`src/sv/spq_pkg.sv`:
```
// Shared types and constants for the stable priority ready queue.
// Depends on nothing; every other file of the block imports it.
package spq_pkg;

    localparam int DEPTH_DEF = 16;
    localparam int ID_W      = 8;
    localparam int PRIO_W    = 8;
    localparam int OCC_W     = 5;

    typedef enum logic {
        ACT_ENQ = 1'b0,
        ACT_DEQ = 1'b1
    } action_t;

    typedef enum logic [1:0] {
        ST_DONE  = 2'd0,
        ST_FULL  = 2'd1,
        ST_EMPTY = 2'd2
    } status_t;

    typedef struct packed {
        logic              enq;
        logic              deq;
        logic [ID_W-1:0]   id;
        logic [PRIO_W-1:0] prio;
    } ctrl_t;

endpackage

```
`src/sv/spq_if.sv`:
```
// Valid/ready channel interfaces for the request and response transactions.
// Depends on spq_pkg for the field widths.
interface spq_req_if;
    import spq_pkg::*;

    logic              valid;
    logic              ready;
    logic              action;
    logic [ID_W-1:0]   proc_id;
    logic [PRIO_W-1:0] prio;

    modport source (output valid, action, proc_id, prio, input ready);
    modport sink   (input valid, action, proc_id, prio, output ready);
endinterface

interface spq_rsp_if;
    import spq_pkg::*;

    logic              valid;
    logic              ready;
    logic [1:0]        status;
    logic [ID_W-1:0]   out_id;
    logic [PRIO_W-1:0] out_prio;
    logic [OCC_W-1:0]  occupancy;

    modport source (output valid, status, out_id, out_prio, occupancy, input ready);
    modport sink   (input valid, status, out_id, out_prio, occupancy, output ready);
endinterface

```
`src/sv/spq_cell.sv`:
```
// One slot of the sorted queue: holds an entry and shifts it to a neighbor.
// Depends on spq_pkg for the control struct and field widths.
module spq_cell (
    input  logic                      clk,
    input  spq_pkg::ctrl_t            ctrl,
    input  logic                      occupied,
    input  logic                      left_keep,
    input  logic [spq_pkg::ID_W-1:0]  left_id,
    input  logic [spq_pkg::PRIO_W-1:0] left_prio,
    input  logic [spq_pkg::ID_W-1:0]  right_id,
    input  logic [spq_pkg::PRIO_W-1:0] right_prio,
    output logic                      keep,
    output logic [spq_pkg::ID_W-1:0]  slot_id,
    output logic [spq_pkg::PRIO_W-1:0] slot_prio
);
    import spq_pkg::*;

    logic [ID_W-1:0]   id_reg;
    logic [ID_W-1:0]   id_next;
    logic [PRIO_W-1:0] prio_reg;
    logic [PRIO_W-1:0] prio_next;

    // An occupied slot of equal or higher priority stays ahead of a new entry.
    assign keep      = occupied && (prio_reg >= ctrl.prio);
    assign slot_id   = id_reg;
    assign slot_prio = prio_reg;

    always_comb
    begin
        id_next   = id_reg;
        prio_next = prio_reg;
        if (ctrl.enq && !keep)
        begin
            if (left_keep)
            begin
                id_next   = ctrl.id;
                prio_next = ctrl.prio;
            end
            else
            begin
                id_next   = left_id;
                prio_next = left_prio;
            end
        end
        else if (ctrl.deq)
        begin
            id_next   = right_id;
            prio_next = right_prio;
        end
    end

    always_ff @(posedge clk)
    begin
        id_reg   <= id_next;
        prio_reg <= prio_next;
    end

endmodule

```
`src/sv/stable_priority_ready_queue.sv`:
```
// Channel    Role    Carries
// req        sink    action, proc_id, prio
// rsp        source  status, out_id, out_prio, occupancy
//
// One transaction is taken per cycle and answered in the next cycle from the
// response register; every slot compares against the new priority at once.
// Reset clears the fill count and the response valid flag; slot contents and
// response fields are not reset. A stalled response holds req.ready low until
// it is taken.
// Depends on spq_pkg, spq_if and spq_cell.
module stable_priority_ready_queue #(
    parameter int DEPTH = spq_pkg::DEPTH_DEF
) (
    input  logic      clk,
    input  logic      rst_n,
    spq_req_if.sink   req,
    spq_rsp_if.source rsp
);
    import spq_pkg::*;

    localparam int CNT_W = $clog2(DEPTH + 1);

    logic [CNT_W-1:0]  count_reg;
    logic [CNT_W-1:0]  count_next;
    logic              rsp_valid_reg;
    logic [1:0]        status_reg;
    logic [1:0]        status_next;
    logic [ID_W-1:0]   out_id_reg;
    logic [ID_W-1:0]   out_id_next;
    logic [PRIO_W-1:0] out_prio_reg;
    logic [PRIO_W-1:0] out_prio_next;
    logic [OCC_W-1:0]  occ_reg;

    logic              accept;
    logic              full;
    logic              empty;
    ctrl_t             ctrl;

    logic [ID_W-1:0]   cell_id   [DEPTH];
    logic [PRIO_W-1:0] cell_prio [DEPTH];
    logic [DEPTH-1:0]  cell_keep;

    assign full   = (count_reg == CNT_W'(DEPTH));
    assign empty  = (count_reg == '0);
    assign accept = req.valid && req.ready;

    assign req.ready = !rsp_valid_reg || rsp.ready;

    assign ctrl.enq  = accept && (req.action == ACT_ENQ) && !full;
    assign ctrl.deq  = accept && (req.action == ACT_DEQ) && !empty;
    assign ctrl.id   = req.proc_id;
    assign ctrl.prio = req.prio;

    genvar g;
    generate
        for (g = 0; g < DEPTH; g++)
        begin : g_cell
            logic              left_keep;
            logic [ID_W-1:0]   left_id;
            logic [PRIO_W-1:0] left_prio;
            logic [ID_W-1:0]   right_id;
            logic [PRIO_W-1:0] right_prio;

            if (g == 0)
            begin : g_head
                assign left_keep = 1'b1;
                assign left_id   = ctrl.id;
                assign left_prio = ctrl.prio;
            end
            else
            begin : g_body
                assign left_keep = cell_keep[g-1];
                assign left_id   = cell_id[g-1];
                assign left_prio = cell_prio[g-1];
            end

            if (g == DEPTH - 1)
            begin : g_tail
                assign right_id   = cell_id[g];
                assign right_prio = cell_prio[g];
            end
            else
            begin : g_inner
                assign right_id   = cell_id[g+1];
                assign right_prio = cell_prio[g+1];
            end

            spq_cell u_cell (
                .clk        (clk),
                .ctrl       (ctrl),
                .occupied   (count_reg > CNT_W'(g)),
                .left_keep  (left_keep),
                .left_id    (left_id),
                .left_prio  (left_prio),
                .right_id   (right_id),
                .right_prio (right_prio),
                .keep       (cell_keep[g]),
                .slot_id    (cell_id[g]),
                .slot_prio  (cell_prio[g])
            );
        end
    endgenerate

    always_comb
    begin
        count_next    = count_reg;
        status_next   = ST_DONE;
        out_id_next   = '0;
        out_prio_next = '0;
        case (req.action)
            ACT_ENQ:
            begin
                if (full)
                begin
                    status_next = ST_FULL;
                end
                else
                begin
                    count_next = count_reg + CNT_W'(1);
                end
            end
            ACT_DEQ:
            begin
                if (empty)
                begin
                    status_next = ST_EMPTY;
                end
                else
                begin
                    count_next    = count_reg - CNT_W'(1);
                    out_id_next   = cell_id[0];
                    out_prio_next = cell_prio[0];
                end
            end
            default:
            begin
                status_next = ST_DONE;
            end
        endcase
    end

    always_ff @(posedge clk or negedge rst_n)
    begin
        if (!rst_n)
        begin
            count_reg     <= '0;
            rsp_valid_reg <= 1'b0;
        end
        else
        begin
            if (accept)
            begin
                count_reg     <= count_next;
                rsp_valid_reg <= 1'b1;
            end
            else if (rsp.ready)
            begin
                rsp_valid_reg <= 1'b0;
            end
        end
    end

    always_ff @(posedge clk)
    begin
        if (accept)
        begin
            status_reg   <= status_next;
            out_id_reg   <= out_id_next;
            out_prio_reg <= out_prio_next;
            occ_reg      <= OCC_W'(count_next);
        end
    end

    assign rsp.valid     = rsp_valid_reg;
    assign rsp.status    = status_reg;
    assign rsp.out_id    = out_id_reg;
    assign rsp.out_prio  = out_prio_reg;
    assign rsp.occupancy = occ_reg;

endmodule
```
`src/flat_wrapper.sv`:
```
// flat-port wrapper written by rule: the top's interface ports become plain ports
module stable_priority_ready_queue_flat import spq_pkg::*;
#(
    parameter int DEPTH = spq_pkg::DEPTH_DEF
)
  (clk, rst_n, req_valid, req_action, req_proc_id, req_prio, req_ready, rsp_valid, rsp_status, rsp_out_id, rsp_out_prio, rsp_occupancy, rsp_ready);
  spq_req_if req_i ();
  spq_rsp_if rsp_i ();
  input  logic clk;
  input  logic rst_n;
  input wire logic [$bits(req_i.valid)-1:0] req_valid;
  input wire logic [$bits(req_i.action)-1:0] req_action;
  input wire logic [$bits(req_i.proc_id)-1:0] req_proc_id;
  input wire logic [$bits(req_i.prio)-1:0] req_prio;
  output wire logic [$bits(req_i.ready)-1:0] req_ready;
  output wire logic [$bits(rsp_i.valid)-1:0] rsp_valid;
  output wire logic [$bits(rsp_i.status)-1:0] rsp_status;
  output wire logic [$bits(rsp_i.out_id)-1:0] rsp_out_id;
  output wire logic [$bits(rsp_i.out_prio)-1:0] rsp_out_prio;
  output wire logic [$bits(rsp_i.occupancy)-1:0] rsp_occupancy;
  input wire logic [$bits(rsp_i.ready)-1:0] rsp_ready;
  assign req_i.valid = req_valid;
  assign req_i.action = req_action;
  assign req_i.proc_id = req_proc_id;
  assign req_i.prio = req_prio;
  assign req_ready = req_i.ready;
  assign rsp_valid = rsp_i.valid;
  assign rsp_status = rsp_i.status;
  assign rsp_out_id = rsp_i.out_id;
  assign rsp_out_prio = rsp_i.out_prio;
  assign rsp_occupancy = rsp_i.occupancy;
  assign rsp_i.ready = rsp_ready;
  stable_priority_ready_queue #(.DEPTH(DEPTH)) u_core (.clk(clk), .rst_n(rst_n), .req(req_i), .rsp(rsp_i));
endmodule
```
`config.mk`:
```
export PLATFORM = sky130hd
export DESIGN_NAME = stable_priority_ready_queue_flat
export DESIGN_NICKNAME = d
export VERILOG_FILES = /design/src/sv/spq_pkg.sv /design/src/sv/spq_if.sv /design/src/sv/spq_cell.sv /design/src/sv/stable_priority_ready_queue.sv /design/src/flat_wrapper.sv
export SDC_FILE = /design/constraint.sdc
export NUM_CORES = 1
export LEC_CHECK = 0
export BUFFER_PORTS_ARGS = -buffer_cell sky130_fd_sc_hd__clkbuf_2
export CAP_MARGIN = 10
export CORE_MARGIN = 2
export CORE_UTILIZATION = 60
export DETAILED_ROUTE_END_ITERATION = 8
export GPL_TIMING_DRIVEN = 0
export PLACE_DENSITY = 0.75
export SYNTH_ARGS = -nofsm -noshare
export SYNTH_HDL_FRONTEND = slang
export SYNTH_SLANG_ARGS = --single-unit
```
`constraint.sdc`:
```
create_clock -name clk -period 4.19 [get_ports clk]
set_clock_uncertainty 0.15 [all_clocks]
set_input_delay 0.419 -clock clk [delete_from_list [all_inputs] [get_ports clk]]
set_output_delay 0.419 -clock clk [all_outputs]
set_load 0.1 [all_outputs]
```
== Word-level counts from Yosys, hierarchy flattened ==
Cells that the tools add are included.

* Word-level logic and storage cells: 247
* Register bits after elaboration: 285
* Bits of input ports: 21
* Output and inout bits: 25

* Bitwise logic cells: 1
* Mux-type cells: 98
* $lt $le $gt $ge: 32
* Reduce and logical (&&, ||, !) cells: 75
* Eq/ne operators: 1
* Add/subtract/negate cells: 2

{| class="wikitable"
|+ Operator list
! kind !! number
|-
| $mux W8 || 90
|-
| $ge A8 B8 Y1 || 16
|-
| $gt A5 B4 Y1 const B || 8
|-
| $logic_and A1 B1 Y1 || 37
|-
| $reduce_bool A2 Y1 || 16
|-
| $gt A5 B3 Y1 const B || 4
|-
| $logic_not A1 Y1 || 19
|-
| $gt A5 B1 Y1 const B || 2
|-
| $gt A5 B2 Y1 const B || 2
|-
| $mux W5 || 2
|-
| $pmux W5 S2 || 1
|-
| $add A5 B1 Y5 const B || 1
|-
| $eq A5 B5 Y1 const B || 1
|-
| $logic_not A5 Y1 || 1
|-
| $sub A5 B1 Y5 const B || 1
|-
| $pmux W2 S2 || 1
|-
| $mux W1 || 3
|-
| $mux W2 || 1
|-
| $reduce_or A2 Y1 || 1
|-
| $logic_or A1 B1 Y1 || 1
|-
| $not A1 Y1 || 1
|}

== Depth between registers and ports, before layout ==
Gate-level depths: netlist of the first run.

* Word-level depth: 7
* Mapped depth: 12
* Gate-level depth less buffers: 8

== Cells and area by module ==
From an unflattened synthesis of the first run, not the netlist that was laid out.

* Cells, all modules: 1519
* Area, all modules: 19899.1 um^2

{| class="wikitable"
|+ Modules (own cells, without submodules)
! module !! cells an instance !! area an instance (um^2) !! seq. area each (um^2) !! times used
|-
| spq_cell || 85 || 1139.8 || 480.5 || 16
|-
| stable_priority_ready_queue || 159 || 1661.6 || 840.8 || 1
|}

== Worst setup path after synthesis of the first run ==
No wires, ideal clock.

* Kind: flip-flop to flip-flop
* Start: reg u_core.rsp_valid_reg, in the netlist u_core.rsp.valid
* End: reg u_core.g_cell[5].u_cell.id_reg[0] (enable)
* Setup time: 411 ps
* Data arrival time: 3902 ps
* Path slack: -273 ps
* Path buffers: 2
* Stages on the path, launching flop included: 7
* Clock period less this slack: 4463 ps
* Cell sequence: dfrtp_1 > nand2b_1 > and2_1 > buf_2 > nand2_1 > clkbuf_1 > o21ai_0

* Longest elaborated chain between the ends: 7

{| class="wikitable"
|+ Ends and longest elaborated chain
! what !! line !! RTL
|-
| start: declaration || stable_priority_ready_queue.sv:25 || <nowiki>logic rsp_valid_reg;</nowiki>
|-
| start signal: assignment || stable_priority_ready_queue.sv:147 || <nowiki>rsp_valid_reg <= 1'b0;</nowiki>
|-
| start signal: assignment || stable_priority_ready_queue.sv:154 || <nowiki>rsp_valid_reg <= 1'b1;</nowiki>
|-
| start signal: assignment || stable_priority_ready_queue.sv:158 || <nowiki>rsp_valid_reg <= 1'b0;</nowiki>
|-
| $logic_not A1 Y1 * || stable_priority_ready_queue.sv:47 || <nowiki>assign req.ready = !rsp_valid_reg || rsp.ready;</nowiki>
|-
| $logic_or A1 B1 Y1 * || stable_priority_ready_queue.sv:47 ||
|-
| via req_ready || flat_wrapper.sv:15 || <nowiki>output wire logic [$bits(req_i.ready)-1:0] req_ready;</nowiki>
|-
| $logic_and A1 B1 Y1 * || stable_priority_ready_queue.sv:45 || <nowiki>assign accept = req.valid && req.ready;</nowiki>
|-
| via u_core.accept || stable_priority_ready_queue.sv:34 || <nowiki>logic accept;</nowiki>
|-
| $logic_and A1 B1 Y1 (2 in a row) || stable_priority_ready_queue.sv:49 || <nowiki>assign ctrl.enq = accept && (req.action == ACT_ENQ) && !full;</nowiki>
|-
| $logic_and A1 B1 Y1 || spq_cell.sv:32 || <nowiki>if (ctrl.enq && !keep)</nowiki>
|-
| $reduce_bool A2 Y1 (no line) * || - ||
|-
| end signal: assignment || spq_cell.sv:54 || <nowiki>id_reg <= id_next;</nowiki>
|-
| end: declaration || spq_cell.sv:18 || <nowiki>logic [ID_W-1:0] id_reg;</nowiki>
|}

Mark *: on every way through the listed nets, which the timed path passes. The rest lies on a longest branch.
A chain may end at the register's enable or synchronous reset.

== Worst setup path in the final report of the first run ==
* Start: reg u_core.count_reg[1]
* End: reg u_core.g_cell[6].u_cell.prio_reg[1] (enable)

* Longest elaborated chain between the ends: 5

{| class="wikitable"
|+ Ends and longest elaborated chain
! what !! line !! RTL
|-
| start: declaration || stable_priority_ready_queue.sv:23 || <nowiki>logic [CNT_W-1:0] count_reg;</nowiki>
|-
| start signal: assignment || stable_priority_ready_queue.sv:153 || <nowiki>count_reg <= count_next;</nowiki>
|-
| $gt A5 B3 Y1 or $eq A5 B5 Y1 (tied branches) || stable_priority_ready_queue.sv:91, stable_priority_ready_queue.sv:43 ||
|-
| $logic_and A1 B1 Y1 or $logic_not A1 Y1 (tied branches) || spq_cell.sv:24, stable_priority_ready_queue.sv:49 ||
|-
| $logic_not A1 Y1 or $logic_and A1 B1 Y1 (tied branches) || spq_cell.sv:32, stable_priority_ready_queue.sv:49 ||
|-
| $logic_and A1 B1 Y1 || spq_cell.sv:32 ||
|-
| $reduce_bool A2 Y1 (no line) * || - ||
|-
| end signal: assignment || spq_cell.sv:55 || <nowiki>prio_reg <= prio_next;</nowiki>
|-
| end: declaration || spq_cell.sv:20 || <nowiki>logic [PRIO_W-1:0] prio_reg;</nowiki>
|}

Mark *: on every way between the ends. The rest lies on a longest branch, timed or not.

==> results of run 1 <==
-- synthesized netlist by cell type, types with 8 or more instances --
| library cell | instances | area [sq um] |
|---|---|---|
| a211oi_1 | 15 | 112.6 |
| a21oi_1 | 69 | 345.3 |
| a31oi_1 | 8 | 50.05 |
| and3_1 | 19 | 118.9 |
| buf_2 | 18 | 90.09 |
| buf_4 | 9 | 67.56 |
| clkbuf_1 | 54 | 202.7 |
| edfxtp_1 | 279 | 8378 |
| ha_1 | 134 | 1677 |
| inv_1 | 34 | 127.6 |
| mux2_2 | 92 | 1036 |
| mux2_4 | 12 | 180.2 |
| mux2i_1 | 182 | 1822 |
| nand2_1 | 218 | 818.3 |
| nand2b_1 | 10 | 62.56 |
| nand3_1 | 13 | 65.06 |
| nand4_1 | 8 | 50.05 |
| nor2_1 | 40 | 150.1 |
| nor2_2 | 8 | 50.05 |
| nor2b_1 | 13 | 81.33 |
| nor3_1 | 11 | 55.05 |
| o21ai_0 | 187 | 935.9 |
| o21ai_1 | 21 | 105.1 |
-- tightest hold or removal path: cells and delay by family --
family / cells / cell delay [ns]
buffers and inverters: 1 / 0.07
and+or+nand+nor: 2 / 0.21
-- layer usage --
metal  vias to the layer above  track usage [%]  wire length, microns
met5                         -                0                     0
met4                         0            16.56                  2705
met3                       161            5.752                  4418
met2                       669            49.52                 21280
met1                      6144            43.93                 20220
li1                       5889                -                     -
-- final cells by class --
cell class                      count  area [sq um]  area share (%)
Sequential cell                   285          8528           44.34
Timing Repair Buffer               69         426.7           2.218
Clock buffer                       34         787.0           4.092
Buffer                             86         447.9           2.329
Multi-Input combinational cell   1116          8233           42.81
Inverter                           34         153.9          0.8002
Clock inverter                     22         176.4          0.9173
Tap cell                          384         480.5           2.498
-- kinds of logic after synthesis --
logic type                 count (synthesis)  share of synthesized area [%]
DFF                                      285                          49.18
adders and majority gates                134                          9.670
and+or+nand+nor                          357                          9.222
xor gates and xnor gates                   2                         0.1010
buffers and inverters                    123                          3.355
AOI/OAI and AO/OA                        336                          10.88
muxes                                    287                          17.59
-- path summary, 6_finish.rpt --
| path | end | cells after the start | start | slack [ns] |
|---|---|---|---|---|
| setup reg to reg | u_core.g_cell[6].u_cell.slot_prio[1] | 9 | u_core.count_reg[1] | 0.31 |
| setup / recovery | u_core.g_cell[6].u_cell.slot_prio[1] | 9 | u_core.count_reg[1] | 0.31 |
| hold reg to reg | u_core.g_cell[1].u_cell.slot_id[7] | 2 | u_core.g_cell[2].u_cell.slot_id[7] | 0.42 |
| min in group asynchronous | u_core.count_reg[2] | 2 | rst_n | 0.08 |
| hold / removal | u_core.rsp.valid | 3 | rsp_ready | 0.04 |
| max in group asynchronous | u_core.rsp.valid | 2 | rst_n | 3.66 |
-- repair_timing --
item | in CTS | in global routing
setup buffers | 21 | 0
hold buffers | 2 | 0
resized for setup | 7 | 12
hold endpoints to repair | 7 | 0
endpoints found under the setup margin | 298 | 221
-- per-stage QoR --
stage | util, % | TNS [ns] | cell area (sq um) | setup slack (ns) | power, mW
6_report | 67.37 | 0 | 19230 | 0.3077 | 10.60
2_1_floorplan | - | 0 | 17340 | 0.02392 | 6.900
3_5_place_dp | 63.26 | -347.22 | 18060 | -1.064 | 7.898
4_1_cts | 67.40 | 0 | 19240 | 0.04968 | 10.53
3_3_place_gp | 63.21 | -326.47 | 18040 | -1.130 | 7.739
5_1_grt | 67.37 | 0 | 19230 | 0.1846 | 11.08
-- power groups by stage --
stage               logic [mW]  clock network [mW]  registers, mW
CTS                       3.66                2.64           4.23
global route              4.03                2.75           4.29
finish                    3.71                2.63           4.26
floorplan                 2.59                   0           4.31
detailed placement        3.61                   0           4.29
global placement          3.47                   0           4.27
-- cell usage in the layout, fill, tap and decap left out, drive strengths merged, types with 2 or more instances in the layout --
master / instances
xnor2: 2
nand2b: 10
nand2: 220
clkinvlp: 9
and3: 19
nand3: 13
a31oi: 9
a2bb2oi: 7
mux2: 105
a21oi: 70
buf: 57
dfrtp: 6
and2: 6
o31ai: 2
o211ai: 2
a41oi: 2
nor3b: 2
inv: 27
bufinv: 3
o21ai: 209
dlygate4sd3: 2
a2111oi: 2
ha: 134
a21o: 6
mux2i: 182
nor2b: 13
nand4: 8
edfxtp: 279
a211oi: 17
nor3: 11
clkbuf: 130
o22a: 2
nor2: 49
clkinv: 17
==> metrics.md, run 1 <==
| Metric | Value |
|---|---|
| Status | `complete, no violations` |
| Worst path max stage delay | `0.51 ns` |
| Buf/Inv on CP | `4` |
| # rows | `62` |
| Avg Synthesized Cell Area | `11.38 sq um` |
| GRT overflow | `0` |
| Power Dens Cells | `551.1 nW/um^2` |
| Critical path fanouts, max | `16` |
| Synthesis-to-layout area growth | `10.92%` |
| Post-synth EDFFs | `279` |
| I/O Buffers | `45` |
| DR WL/cell | `23.95 microns` |
| Vias | `12860` |
| Comb pwr share | `35.0%` |
| Drt first-iter violations | `1358` |
| Largest net degree at the start of global routing | `32` |
| Power share of the sequential group | `40.2%` |
| Max VDD drop | `0.3385 mV` |
| Crit. End Element | `register` |
| Core ar. | `28550 sq um` |
| Fin cells | `2030` |
| Antenna Nets Post-Route | `0` |
| Number of remaining DRC errors | `0` |
| Post-Syn Instances | `1524` |
| IO Pins | `46` |
| Cell-internal power | `6.823 mW` |
| Crit start category | `register` |
| Layout cells sized above 1 | `17.31%` |
| Fin crit share | `92.66%` |
| Yosys warns | `0` |
| Tmin final | `3.882 ns` |
| Slew headroom | `32.67%` |
| CTS Buf Count | `31` |
| Main synth FF type | `edfxtp_1` |
| P_sw | `3.776 mW` |
| Net Count, Synth | `1679` |
| Post-DP HPWL | `35420 microns` |
| Final setup viols | `0` |
| ANT cells | `0` |
| Clock Pin Slew Worst Setup and Hold Paths | `0.06 ns` |
| Global placement routability congestion | `0.9516` |
| Slew Limit Fails | `0` |
| Worst path cell trace | `buf_2, inv_1, ha_1, or4b_4, buf_6, and2_4, nand2_1, buf_2, nand2_1` |
| Sw frac | `35.63%` |
| Least-Margin Pin Slew | `1.010 ns` |
| Synth async-reset ratio | `2.105%` |
| Leak | `7.826 nW` |
| TritonCTS Sinks | `285` |
| Antenna violations before repair | `0` |
| Slowest CP cell | `nand2_1` |
| Root Buffer Master | `clkbuf_16` |
| WHS | `0.04111 ns` |
| Die width | `174.0 microns` |
| GRT Total Usage | `32.16%` |
| Die Ht | `174.0 microns` |
| CTS tree | `yes` |
| Cell area after synthesis | `17340 sq um` |
| Seq cells post-synth | `285` |
| Fin. Hold Viols | `0` |
| Iteration count of the initial detailed-routing pass | `6` |
| Starting density of the core | `60.74%` |
| DR vias/cell | `6.336` |
| Vias in the first global route | `12690` |
| Max Freq | `257.6 MHz` |
| WP data required | `4.18 ns` |
| WL final | `48620 microns` |
| # fillers | `2242` |
| Netlist cell types | `59` |
| DP Cell Count | `1954` |
| Clock power share | `24.8%` |
| CP Class | `reg -> reg` |
| Final net count | `1778` |
| Min-delay worst type | `in -> reg` |
| Delay-heaviest family, CP | `simple AND/OR/NAND/NOR gates` |
| Die footprint | `30270 sq um` |
| Clock Path Buffers | `3` |
| Post-synthesis sequential area ratio | `49.18%` |
| Clock latency on the worst-skew pair | `0.56 ns` |
| RSZ-0062 raised after global routing | `false` |
| Crit path DAT | `3.87 ns` |
| First-pass GRT wire length | `74020 microns` |
| Max-cap violation count | `0` |
| CTS H-tree depth | `1` |
Note: power is estimated with default switching activity, not from simulation.
==> run 2: changes to the inputs <==
Settings changed: CORE_UTILIZATION 60 to 35, PLACE_DENSITY 0.75 to 0.48, RECOVER_POWER from default to 100.
==> run 2 against run 1 <==
- sequential share of layout area down 0.88 points
- via count fell by 3.9%
- critical path depth rose by 5
- total power increased by 3.0%
- critical endpoint is now u_core.g_cell[3].u_cell.slot_id[2]
- register-to-register slack worse by 0.04 ns
- sequential cell count stayed put
- combinational power down 2%
- hold slack got worse by 0.0033 ns
- final cell count rose by 15%
- core utilization decreased by 27 points
- final area increased by 2.0%
==> metrics.md, run 2 (synthesis gave the netlist of run 1 again) <==
| Metric | Value |
|---|---|
| CP Class | `in -> reg` |
| GRT overflow | `0` |
| DR vias/cell | `5.303` |
| Final worst slack | `0.1388 ns` |
| RSZ-0062 raised after global routing | `false` |
| Most frequent cells in the layout | `edfxtp_1 (279), nand2_1 (220), o21ai_0 (196), mux2i_1 (182), ha_1 (134)` |
| Vias in the first global route | `12560` |
| Largest net degree at the start of global routing | `32` |
| Max Freq | `246.8 MHz` |
| ANT cells | `0` |
| Core ar. | `48950 sq um` |
| Root Buffer Master | `clkbuf_16` |
| GRT Total Usage | `22.37%` |
| Crit start category | `primary input` |
| Leak | `7.774 nW` |
| WHS | `0.03777 ns` |
| Reg-to-reg startpoint | `u_core.count_reg[1]` |
| Reg2reg path depth | `9` |
| Power Dens Cells | `556.1 nW/um^2` |
| Max-cap violation count | `0` |
| Hold Crit Depth | `3` |
| Die footprint | `51340 sq um` |
| Clock Path Buffers | `3` |
| Post-Place Setup Slack | `-1.572 ns` |
| TNS Setup | `0 ns` |
| TritonCTS Sinks | `285` |
| Iteration count of the initial detailed-routing pass | `5` |
| FF-to-FF setup slack | `0.27 ns` |
| Commonest non-fill, non-tap cell in the layout | `edfxtp_1` |
| Fin. Hold Viols | `0` |
| I/O Buffers | `45` |
| Min-delay worst type | `in -> reg` |
| WP data required | `4.34 ns` |
| Die Ht | `226.6 microns` |
| Clock latency on the worst-skew pair | `0.56 ns` |
| CTS Buf Count | `36` |
| Final net count | `1794` |
| RR Endpoint | `u_core.g_cell[9].u_cell.slot_id[2]` |
| Min-delay src | `rsp_ready` |
| Post-DP HPWL | `40700 microns` |
| Die width | `226.6 microns` |
| Starting density of the core | `35.42%` |
| Status | `complete, no violations` |
| WL final | `56360 microns` |
| Clock Pin Slew Worst Setup and Hold Paths | `0.06 ns` |
| Tmin final | `4.051 ns` |
| Crit path DAT | `4.20 ns` |
| Layout cells sized above 1 | `14.40%` |
| IO Pins | `46` |
| First-pass GRT wire length | `83320 microns` |
| Number of remaining DRC errors | `0` |
| DR WL/cell | `24.18 microns` |
| Antenna violations before repair | `0` |
| Vias | `12360` |
| Slew Limit Fails | `0` |
| Final setup viols | `0` |
| Critical path fanouts, max | `10` |
| WHS Endpoint | `u_core.rsp.valid` |
| Slew headroom | `20.44%` |
| Synthesis-to-layout area growth | `13.16%` |
| Antenna Nets Post-Route | `0` |
| Least-Margin Pin Slew | `1.199 ns` |
| CTS tree | `yes` |
| Crit. End Element | `register` |
| Fin crit share | `96.69%` |
| Max VDD drop | `0.2149 mV` |
| Global placement routability congestion | `0.8419` |
| # rows | `81` |
| CTS H-tree depth | `2` |
| Drt first-iter violations | `944` |
run 2: metrics by stage:
step                      util [%]  area, sq um  std cells  total power, mW
after floorplan                  -        17340       1524            6.900
after global placement       37.58        18400       2233            7.950
after detailed placement     37.64        18430       2235            8.021
after CTS                    40.43        19790       2331            11.04
after global routing         40.08        19620       2331            11.50
final                        40.08        19620       2331            10.91
run 2: layout make-up:
class                      instances  area, sq um
clock inverter                    13        95.09
inverter                          34        151.4
fill                            4773        29330
tap                              664        830.8
clock buffer                      53        996.0
sequential                       285         8528
buffer                            86        419.2
timing repair buffer              80        457.9
multi-input combinational       1116         8143
run 2: how the worst max path moves through the flow:
stage	from	endpoint	slack, ns	depth (start not counted)
finish	req_prio[1]	u_core.g_cell[3].u_cell.slot_id[2]	0.14	14
global route	req_prio[1]	u_core.g_cell[2].u_cell.slot_id[0]	0.008	15
CTS	u_core.count_reg[1]	u_core.g_cell[9].u_cell.slot_id[2]	0.23	9
detailed placement	req_prio[6]	u_core.g_cell[9].u_cell.slot_prio[5]	-1.57	10
global placement	req_prio[5]	u_core.g_cell[15].u_cell.slot_prio[0]	-1.65	9
floorplan	u_core.rsp.valid	u_core.g_cell[8].u_cell.slot_id[0]	0.02	8
run 2: worst max-delay path, stage by stage:
cell and delay, ns:
clkbuf_2 0.28, clkbuf_2 0.53, clkinvlp_4 0.18, buf_4 0.24, clkbuf_1 0.16, ha_1 0.29, nor2b_1 0.12, o211ai_1 0.09
a31oi_1 0.17, o22a_1 0.14, clkbuf_1 0.36, clkbuf_1 0.51, mux2_2 0.41, mux2_2 0.26
run 2: repair_timing:
action	in CTS	in global routing
buffers inserted	31	0
endpoints found under the hold margin	7	0
resized for setup	11	0
hold buffers	2	0
endpoints found under the setup margin	512	0
run 2: metal layers:
layer | vias to the layer above | track usage, % | routed length, microns
li1 | 5929 | - | -
met1 | 6046 | 31.96 | 27450
met2 | 309 | 34.56 | 24890
met3 | 78 | 2.566 | 2130
met4 | 0 | 8.829 | 1893
met5 | - | 0 | 0
run 2: power by group:
| part | total, mW | internal (mW) | switching, mW |
|---|---|---|---|
| clock network | 2.98 | 1.72 | 1.26 |
| registers | 4.28 | 3.87 | 0.415 |
| logic | 3.65 | 1.37 | 2.28 |
